<file path="config.mk">
export PLATFORM = sky130hd
export DESIGN_NAME = rotation_angle_frame_selector
export DESIGN_NICKNAME = d
export VERILOG_FILES = /design/src/hdl/rafs_pkg.sv /design/src/hdl/rafs_ctrl.sv /design/src/hdl/rafs_datapath.sv /design/src/hdl/rotation_angle_frame_selector.sv
export SDC_FILE = /design/constraint.sdc
export NUM_CORES = 2
export LEC_CHECK = 0
export BUFFER_PORTS_ARGS = -buffer_cell sky130_fd_sc_hd__buf_2
export CAP_MARGIN = 10
export CORE_MARGIN = 1.5
export CORE_UTILIZATION = 45
export DETAILED_ROUTE_END_ITERATION = 16
export PLACE_DENSITY = 0.59
export SLEW_MARGIN = 30
export SYNTH_ARGS = -nofsm -noshare
export SYNTH_HDL_FRONTEND = slang
export SYNTH_SLANG_ARGS = --single-unit
</file>
<file path="constraint.sdc">
create_clock -name aclk -period 17.7 [get_ports aclk]
set_clock_uncertainty 0.1 [all_clocks]
set_input_delay 0.885 -clock aclk [delete_from_list [all_inputs] [get_ports aclk]]
set_output_delay 0.885 -clock aclk [all_outputs]
set_load 0.05 [all_outputs]
</file>
<file path="src/hdl/rafs_pkg.sv">
// Package for the rotation angle frame selector.
// Holds register indexes, reset values, field widths and the command struct.
// Used by rafs_ctrl, rafs_datapath and rotation_angle_frame_selector.
package rafs_pkg;

    // Configuration register indexes.
    localparam int CFG_IDX_W = 2;
    localparam logic [CFG_IDX_W-1:0] CFG_DEBOUNCE = 2'd0;
    localparam logic [CFG_IDX_W-1:0] CFG_FRAMES   = 2'd1;
    localparam logic [CFG_IDX_W-1:0] CFG_TOGGLE   = 2'd2;
    localparam int CFG_DATA_W = 16;

    // Register reset values.
    localparam logic [15:0] DEBOUNCE_RESET = 16'd10;
    localparam logic [7:0]  FRAMES_RESET   = 8'd180;
    localparam logic [15:0] TOGGLE_RESET   = 16'd250;

    // Stream widths (fields packed from bit 0, padded to whole bytes).
    localparam int S_DATA_W = 8;
    localparam int M_DATA_W = 48;

    // The quotient never exceeds eight bits, so the divider runs eight steps.
    localparam int DIV_STEPS = 8;
    localparam int CNT_W     = $clog2(DIV_STEPS);

    // Commands from the controller to the datapath.
    typedef struct packed {
        logic update;   // take the request and advance the counters
        logic mul;      // form rot_at_pulse * ms_since_pulse
        logic scale;    // scale by frames_per_rev and load the divider
        logic step;     // one restoring division step
        logic load;     // capture the result into the output register
    } rafs_cmd_t;

endpackage

</file>
<file path="src/hdl/rafs_ctrl.sv">
// Controller state machine for the rotation angle frame selector.
// Sequences update, multiply, scale, divide and output load.
// Depends on rafs_pkg.
module rafs_ctrl
    import rafs_pkg::*;
(
    input  logic      aclk,
    input  logic      aresetn,
    input  logic      s_tvalid,
    output logic      s_tready,
    input  logic      m_tready,
    output logic      m_tvalid,
    output rafs_cmd_t cmd
);

    typedef enum logic [2:0] {
        S_IDLE,
        S_MUL,
        S_SCALE,
        S_DIV,
        S_OUT
    } state_t;

    state_t           state_reg;
    logic [CNT_W-1:0] cnt_reg;
    logic             m_tvalid_reg;
    logic             out_free;

    // The output register is free when empty or being drained this cycle.
    assign out_free = !m_tvalid_reg || m_tready;
    assign s_tready = (state_reg == S_IDLE);
    assign m_tvalid = m_tvalid_reg;

    // Command decode from the current state.
    always_comb begin
        cmd = '0;
        unique case (state_reg)
            S_IDLE:  cmd.update = s_tvalid;
            S_MUL:   cmd.mul    = 1'b1;
            S_SCALE: cmd.scale  = 1'b1;
            S_DIV:   cmd.step   = 1'b1;
            S_OUT:   cmd.load   = out_free;
            default: cmd = '0;
        endcase
    end

    // State, step counter and output valid.
    always_ff @(posedge aclk) begin
        if (!aresetn) begin
            state_reg    <= S_IDLE;
            cnt_reg      <= '0;
            m_tvalid_reg <= 1'b0;
        end else begin
            // A load refills the output register; otherwise a drain empties it.
            if (cmd.load) begin
                m_tvalid_reg <= 1'b1;
            end else if (m_tvalid_reg && m_tready) begin
                m_tvalid_reg <= 1'b0;
            end
            unique case (state_reg)
                S_IDLE: begin
                    if (s_tvalid) begin
                        state_reg <= S_MUL;
                    end
                end
                S_MUL: begin
                    state_reg <= S_SCALE;
                end
                S_SCALE: begin
                    cnt_reg   <= '0;
                    state_reg <= S_DIV;
                end
                S_DIV: begin
                    if (cnt_reg == CNT_W'(DIV_STEPS - 1)) begin
                        cnt_reg   <= '0;
                        state_reg <= S_OUT;
                    end else begin
                        cnt_reg <= cnt_reg + 1'b1;
                    end
                end
                S_OUT: begin
                    if (out_free) begin
                        state_reg <= S_IDLE;
                    end
                end
                default: state_reg <= S_IDLE;
            endcase
        end
    end

    // Only one request is in flight at a time.
    a_one_in_flight: assert property (@(posedge aclk) disable iff (!aresetn)
        s_tvalid && s_tready |=> !s_tready)
        else $error("second request accepted while one is in flight");

    // The step counter only runs during division.
    a_cnt_in_div: assert property (@(posedge aclk) disable iff (!aresetn)
        cnt_reg != '0 |-> state_reg == S_DIV)
        else $error("step counter active outside division");

    // A result load always presents a valid result next cycle.
    a_load_valid: assert property (@(posedge aclk) disable iff (!aresetn)
        cmd.load |=> m_tvalid_reg)
        else $error("loaded result not marked valid");

endmodule

</file>
<file path="src/hdl/rafs_datapath.sv">
// Datapath for the rotation angle frame selector: configuration registers,
// tick counters, multiplier, restoring divider and output register.
// Depends on rafs_pkg; driven by commands from rafs_ctrl.
module rafs_datapath
    import rafs_pkg::*;
(
    input  logic                  aclk,
    input  logic                  aresetn,
    input  logic                  cfg_we,
    input  logic [CFG_IDX_W-1:0]  cfg_index,
    input  logic [CFG_DATA_W-1:0] cfg_wdata,
    input  logic                  reed_edge,
    input  rafs_cmd_t             cmd,
    output logic [M_DATA_W-1:0]   m_tdata
);

    localparam logic [31:0] ALL32 = '1;

    logic [15:0] debounce_reg;
    logic [7:0]  frames_reg;
    logic [15:0] toggle_period_reg;

    logic [31:0] ms_start_reg;
    logic [31:0] ms_pulse_reg;
    logic [31:0] rotations_reg;
    logic [31:0] rot_at_pulse_reg;
    logic [31:0] elapsed_reg;
    logic [15:0] toggle_count_reg;
    logic        model_flag_reg;
    logic        accepted_reg;

    logic [63:0] prod_reg;
    logic [31:0] rem_reg;
    logic [7:0]  low_reg;
    logic        zero_reg;
    logic        clamp_reg;
    logic [M_DATA_W-1:0] m_tdata_reg;

    logic [31:0] ms_start_inc;
    logic [31:0] ms_pulse_inc;
    logic [31:0] rot_inc;
    logic        edge_ok;
    logic [16:0] tc_plus;
    logic        tc_wrap;
    logic [39:0] scaled;
    logic [32:0] div_num;
    logic [32:0] div_diff;
    logic        div_ge;
    logic [7:0]  frame_sel;

    // Saturating increments and the debounce test.
    assign ms_start_inc = (ms_start_reg == ALL32) ? ms_start_reg : ms_start_reg + 32'd1;
    assign ms_pulse_inc = (ms_pulse_reg == ALL32) ? ms_pulse_reg : ms_pulse_reg + 32'd1;
    assign rot_inc      = (rotations_reg == ALL32) ? rotations_reg : rotations_reg + 32'd1;
    assign edge_ok      = reed_edge && (ms_pulse_inc >= {16'd0, debounce_reg});
    assign tc_plus      = {1'b0, toggle_count_reg} + 17'd1;
    assign tc_wrap      = tc_plus >= {1'b0, toggle_period_reg};

    // Scale the product by the frame count; only used when the product is below 2^32.
    assign scaled = {8'd0, prod_reg[31:0]} * {32'd0, frames_reg};

    // One restoring division step: shift in the next dividend bit and try a subtract.
    assign div_num  = {rem_reg, low_reg[7]};
    assign div_diff = div_num - {1'b0, elapsed_reg};
    assign div_ge   = div_num >= {1'b0, elapsed_reg};

    // Final frame selection with the special cases.
    always_comb begin
        if (zero_reg) begin
            frame_sel = 8'd0;
        end else if (clamp_reg) begin
            frame_sel = frames_reg - 8'd1;
        end else begin
            frame_sel = low_reg;
        end
    end

    // Configuration registers.
    always_ff @(posedge aclk) begin
        if (!aresetn) begin
            debounce_reg      <= DEBOUNCE_RESET;
            frames_reg        <= FRAMES_RESET;
            toggle_period_reg <= TOGGLE_RESET;
        end else if (cfg_we) begin
            case (cfg_index)
                CFG_DEBOUNCE: debounce_reg      <= cfg_wdata;
                CFG_FRAMES:   frames_reg        <= cfg_wdata[7:0];
                CFG_TOGGLE:   toggle_period_reg <= cfg_wdata;
                default:      ;
            endcase
        end
    end

    // Tick counters, pulse capture and model toggle.
    always_ff @(posedge aclk) begin
        if (!aresetn) begin
            ms_start_reg     <= '0;
            ms_pulse_reg     <= ALL32;
            rotations_reg    <= '0;
            rot_at_pulse_reg <= '0;
            elapsed_reg      <= '0;
            toggle_count_reg <= '0;
            model_flag_reg   <= 1'b1;
            accepted_reg     <= 1'b0;
        end else if (cmd.update) begin
            ms_start_reg <= ms_start_inc;
            accepted_reg <= edge_ok;
            if (edge_ok) begin
                ms_pulse_reg     <= '0;
                rotations_reg    <= rot_inc;
                rot_at_pulse_reg <= rot_inc;
                elapsed_reg      <= ms_start_inc;
                if (tc_wrap) begin
                    toggle_count_reg <= '0;
                    model_flag_reg   <= ~model_flag_reg;
                end else begin
                    toggle_count_reg <= tc_plus[15:0];
                end
            end else begin
                ms_pulse_reg <= ms_pulse_inc;
            end
        end
    end

    // Multiplier, divider and output register.
    always_ff @(posedge aclk) begin
        if (cmd.mul) begin
            prod_reg <= {32'd0, rot_at_pulse_reg} * {32'd0, ms_pulse_reg};
        end
        if (cmd.scale) begin
            zero_reg  <= (frames_reg == 8'd0) || (elapsed_reg == 32'd0);
            clamp_reg <= (prod_reg[63:32] != 32'd0) || (prod_reg[31:0] >= elapsed_reg);
            rem_reg   <= scaled[39:8];
            low_reg   <= scaled[7:0];
        end
        if (cmd.step) begin
            rem_reg <= div_ge ? div_diff[31:0] : div_num[31:0];
            low_reg <= {low_reg[6:0], div_ge};
        end
        if (cmd.load) begin
            m_tdata_reg <= {6'd0, rotations_reg, accepted_reg, model_flag_reg, frame_sel};
        end
    end

    assign m_tdata = m_tdata_reg;

    // The partial remainder stays below the divisor on the normal path.
    a_rem_bound: assert property (@(posedge aclk) disable iff (!aresetn)
        cmd.step && !zero_reg && !clamp_reg |-> rem_reg < elapsed_reg)
        else $error("division remainder out of range");

    // An accepted pulse restarts the interval and records the elapsed time.
    a_pulse_capture: assert property (@(posedge aclk) disable iff (!aresetn)
        cmd.update && edge_ok |=> ms_pulse_reg == 32'd0 && elapsed_reg == ms_start_reg)
        else $error("pulse capture inconsistent");

    // The rotation count never decreases.
    a_rot_monotonic: assert property (@(posedge aclk) disable iff (!aresetn)
        cmd.update |=> rotations_reg >= $past(rotations_reg))
        else $error("rotation count decreased");

endmodule

</file>
<file path="src/hdl/rotation_angle_frame_selector.sv">
// Top level of the rotation angle frame selector.
// Joins rafs_ctrl and rafs_datapath; depends on rafs_pkg.
//
//  Channel  Dir  Fields (low bit first)
//  s_       in   tdata: reed_edge[0]
//  m_       out  tdata: frame_index[7:0], model_select[8], pulse_accepted[9],
//                       rotation_total[41:10]
//  cfg_     in   cfg_index 0 debounce_ms, 1 frames_per_rev, 2 toggle_period
//
// Each request runs through these states in order: update the counters, the
// 32x32 multiply, scale and load the divider, eight restoring division
// steps, and load the output register.
// A new request is taken once the previous result sits in the output register.
// A stalled output holds the last step until the result register drains.
// Synchronous active-low reset restores state, counters and config registers.
module rotation_angle_frame_selector
    import rafs_pkg::*;
(
    input  logic                  aclk,
    input  logic                  aresetn,
    input  logic                  cfg_we,
    input  logic [CFG_IDX_W-1:0]  cfg_index,
    input  logic [CFG_DATA_W-1:0] cfg_wdata,
    input  logic                  s_tvalid,
    output logic                  s_tready,
    input  logic [S_DATA_W-1:0]   s_tdata,   // reed_edge[0], zero pad
    output logic                  m_tvalid,
    input  logic                  m_tready,
    output logic [M_DATA_W-1:0]   m_tdata    // frame_index, model_select,
                                             // pulse_accepted, rotation_total
);

    rafs_cmd_t cmd;

    // Sequencer.
    rafs_ctrl u_ctrl (
        .aclk     (aclk),
        .aresetn  (aresetn),
        .s_tvalid (s_tvalid),
        .s_tready (s_tready),
        .m_tready (m_tready),
        .m_tvalid (m_tvalid),
        .cmd      (cmd)
    );

    // Counters and arithmetic.
    rafs_datapath u_datapath (
        .aclk      (aclk),
        .aresetn   (aresetn),
        .cfg_we    (cfg_we),
        .cfg_index (cfg_index),
        .cfg_wdata (cfg_wdata),
        .reed_edge (s_tdata[0]),
        .cmd       (cmd),
        .m_tdata   (m_tdata)
    );

endmodule
</file>
==> results.md <==
- R2R Setup Slk: 7.17 ns
- Reg area: 8320 um2
- Slew @ Worst Pin: 0.976 ns
- Starting density of the core: 45.3%
- Worst r2r src: u_datapath.ms_pulse_reg[17]$_SDFFE_PN1P_
- Share of cells above drive strength 1: 4.25%
- Final setup violation count: 0
- Cell Rows: 132
- DRT Pass-1 Iters: 5
- Antenna Nets Post-Route: 0
- Clock tree from TritonCTS: built
- Area Growth Syn to Fin: 5.35%
- RePlAce Congestion: 0.874
- GRT met1 Usage: 31.6%
- RSZ-0062 raised after global routing: false
- Worst path cell trace: clkinv_1 > nor2_1 > fa_1 > inv_1 > fa_1 > inv_1 > fa_1 > fa_1 > fa_1 > fa_1 > fa_1 > fa_1 > ha_1 > and3_1 > nand2_1 > nor4b_1 > o2111ai_1 > nand3_1 > a21oi_1 > o21ai_0 > a21oi_1 > o31a_1 > o41ai_1 > xor2_1
- Die ar.: 133,000 um2
- Total wire length: 161,000 um
- Fin nets: 7,861
- Synthesized area: 58,700 um2
- Async SR Flop Fraction: 0%
- Layout Cell Area excl Fill: 61,800 um2
- Critical path endpoint: u_datapath.prod_reg[60]$_DFFE_PP_
- Critical path fanouts, max: 32
- Synth area leaders: fa_1 37%, ha_1 9.1%, edfxtp_1 7.6%
- Period utilisation layout: 59.5%
- Peak VDD IR: 0.0690 mV
- Grt ovf: 0
- Top_reg_cell synth: dfxtp_1
- PortBufs: 67
- Antenna violations before repair: 3
- Crit. End Element: flop
- Ys Warns: 0
- Worst hold path type: flop to flop
- Placed cell area: 60,400 um2
- Max Slew Vio Count: 0
- H-tree depth: 2
- Largest register FFs: 64
- Hold path start: u_datapath.rot_at_pulse_reg[17]$_SDFFE_PN0P_
- Initial detailed-routing violation count: 2,610
- CP peak stage delay: 0.95 ns
- Slowest stage cell, crit path: dfxtp_2
- Longest Clk Path Bufs: 3
- MaxCap Viol Count: 0
- Core area: 129,000 um2
- DRC errors left: 0
- Grt met2 use: 44.7%
- Reg-to-reg endpoint: u_datapath.prod_reg[60]$_DFFE_PP_
- Global-route wire length before repair: 259,000 um
- CTS Root Cell: clkbuf_16
- Slew margin rel.: 34.9%
- Vias: 43.8k
- Status: finished, final reports clean
- Clock latency on the worst-skew pair: 0.63 ns
- Gr usage total: 24.9%
- Number of clock sinks: 341
- Fmax: 95.0 MHz
- Die X: 364 um
- Post-synthesis average cell area: 9.00 um2
- EDFF count, synth: 148
- Post-DP HPWL: 121,000 um
- Postcts setup bufs: 0
- Hold buffers post-CTS: 0
- Area of the multi-input gates: 44,700 um2
- Setup crit start: u_datapath.ms_pulse_reg[17]$_SDFFE_PN1P_
- Yosys reg bits: 341
- CP required: 17.95 ns
- R2r worst-path depth: 24
- Synthesized netlist cell count: 6,517
- Sequential cell area fraction in the yosys report: 14.2%
- Clock transition at the registers of the reported paths: 0.06 ns
- CTS resizes: 0
- Leak: 0.0290 uW
- Crit path kind: flop to flop
- FILL cells: 12.6k
- Largest net degree at the start of global routing: 104
- Power density over cell area: 64.6 nW/um2
- Final hold violations: 0
- Setup TNS: 0 ns
- Worst setup SP type: flop
- CTS buffer count: 42
- Top cells by count, synth: 1,103 x inv_1, 1,077 x fa_1, 865 x nand2_1
- Met3 Use GR: 2.38%
- Top cell by count, worst path: fa_1
- Synth area leader: fa_1
- Post-synthesis cell type count: 80
- # IOs: 81
- Number of global-route vias before repair: 46.5k
- Critical Path AT: 10.78 ns
- GR peak layer: met2
- Die Ht: 364 um
- WL/cell: 19.8 um
- Count leader, synth: inv_1
- Vias/cell: 5.41
- Top-area cell type share of the netlist area: 36.7%
- Post-layout min period: 10.53 ns
## cell usage in the layout (no fill, tap or decap), drive strengths merged, types with 50 or more instances in the layout
| master | instances |
|---|---|
| a21o | 87 |
| nor3 | 50 |
| nand4 | 65 |
| a21oi | 208 |
| nand2 | 866 |
| dfxtp | 193 |
| a211oi | 53 |
| o21ai | 179 |
| ha | 427 |
| xnor2 | 118 |
| inv | 1108 |
| and2 | 699 |
| xor2 | 105 |
| fa | 1077 |
| nand3 | 93 |
| nor2 | 216 |
| edfxtp | 148 |
| buf | 157 |
| clkbuf | 62 |
## worst max-delay path, delay by kind of cell (launching register included)
kind,cells,cell delay [ns]
buffers and inverters,3,0.83
XOR/XNOR,1,0.13
AO/OA/AOI/OAI,6,1.83
adder cells (fa/ha/maj),9,4.35
flip-flops,1,0.95
AND/OR/NAND/NOR,5,2.02
## worst min-delay path by stage
stage | end | slack (ns) | depth (start not counted)
2_1_floorplan | u_datapath.m_tdata[12]$_DFFE_PP_ | 0.31 | 0
3_5_place_dp | u_datapath.m_tdata[27]$_DFFE_PP_ | 0.32 | 0
4_1_cts | u_datapath.m_tdata[27]$_DFFE_PP_ | 0.34 | 0
5_1_grt | u_datapath.m_tdata[27]$_DFFE_PP_ | 0.35 | 0
6_report | u_datapath.m_tdata[27]$_DFFE_PP_ | 0.33 | 0
3_3_place_gp | u_datapath.m_tdata[27]$_DFFE_PP_ | 0.32 | 0
## logic make-up after synthesis
logic type	after synthesis	share of synthesized area, %
AOI/OAI and AO/OA	721	7.80
xor gates and xnor gates	223	3.33
adders and majority gates	1504	45.8
buffers and inverters	1502	9.73
DFF	341	14.2
muxes	23	0.394
other	1	0.00639
and+or+nand+nor	2202	18.7
## stage by stage
stage	total power (uW)	util (%)	hold slack (ns)	std cells	setup WS (ns)
after floorplan	2590	-	0.306	6522	9.67
final	3990	47.7	0.334	8103	7.17
after global routing	4320	47.7	0.352	8102	6.88
after detailed placement	3100	46.7	0.324	8024	7.29
after CTS	4010	47.7	0.338	8102	7.22
after global placement	3070	46.6	0.317	8023	7.33
## layout make-up
class | instances | area share, %
antenna | 1 | 0.00405
clock buffer | 62 | 2.05
clock inverter | 16 | 0.219
inverter | 1105 | 6.71
multi-input combinational | 4679 | 72.4
sequential | 341 | 13.5
tap | 1742 | 3.53
timing repair buffer | 157 | 1.65
## power breakdown
part,switching [uW],leakage [uW],internal (uW),total [uW]
registers,83.5,0.00290,954,1040
logic,1230,0.0254,837,2060
clock network,376,0.000698,516,892
total,1690,0.0290,2310,3990
## routing by layer
metal,routed length [um],vias up
li1,-,19924
met1,66400,22627
met2,82000,1024
met3,6990,266
met4,5420,0
met5,0,-
Note: power is estimated with default switching activity, not from simulation.
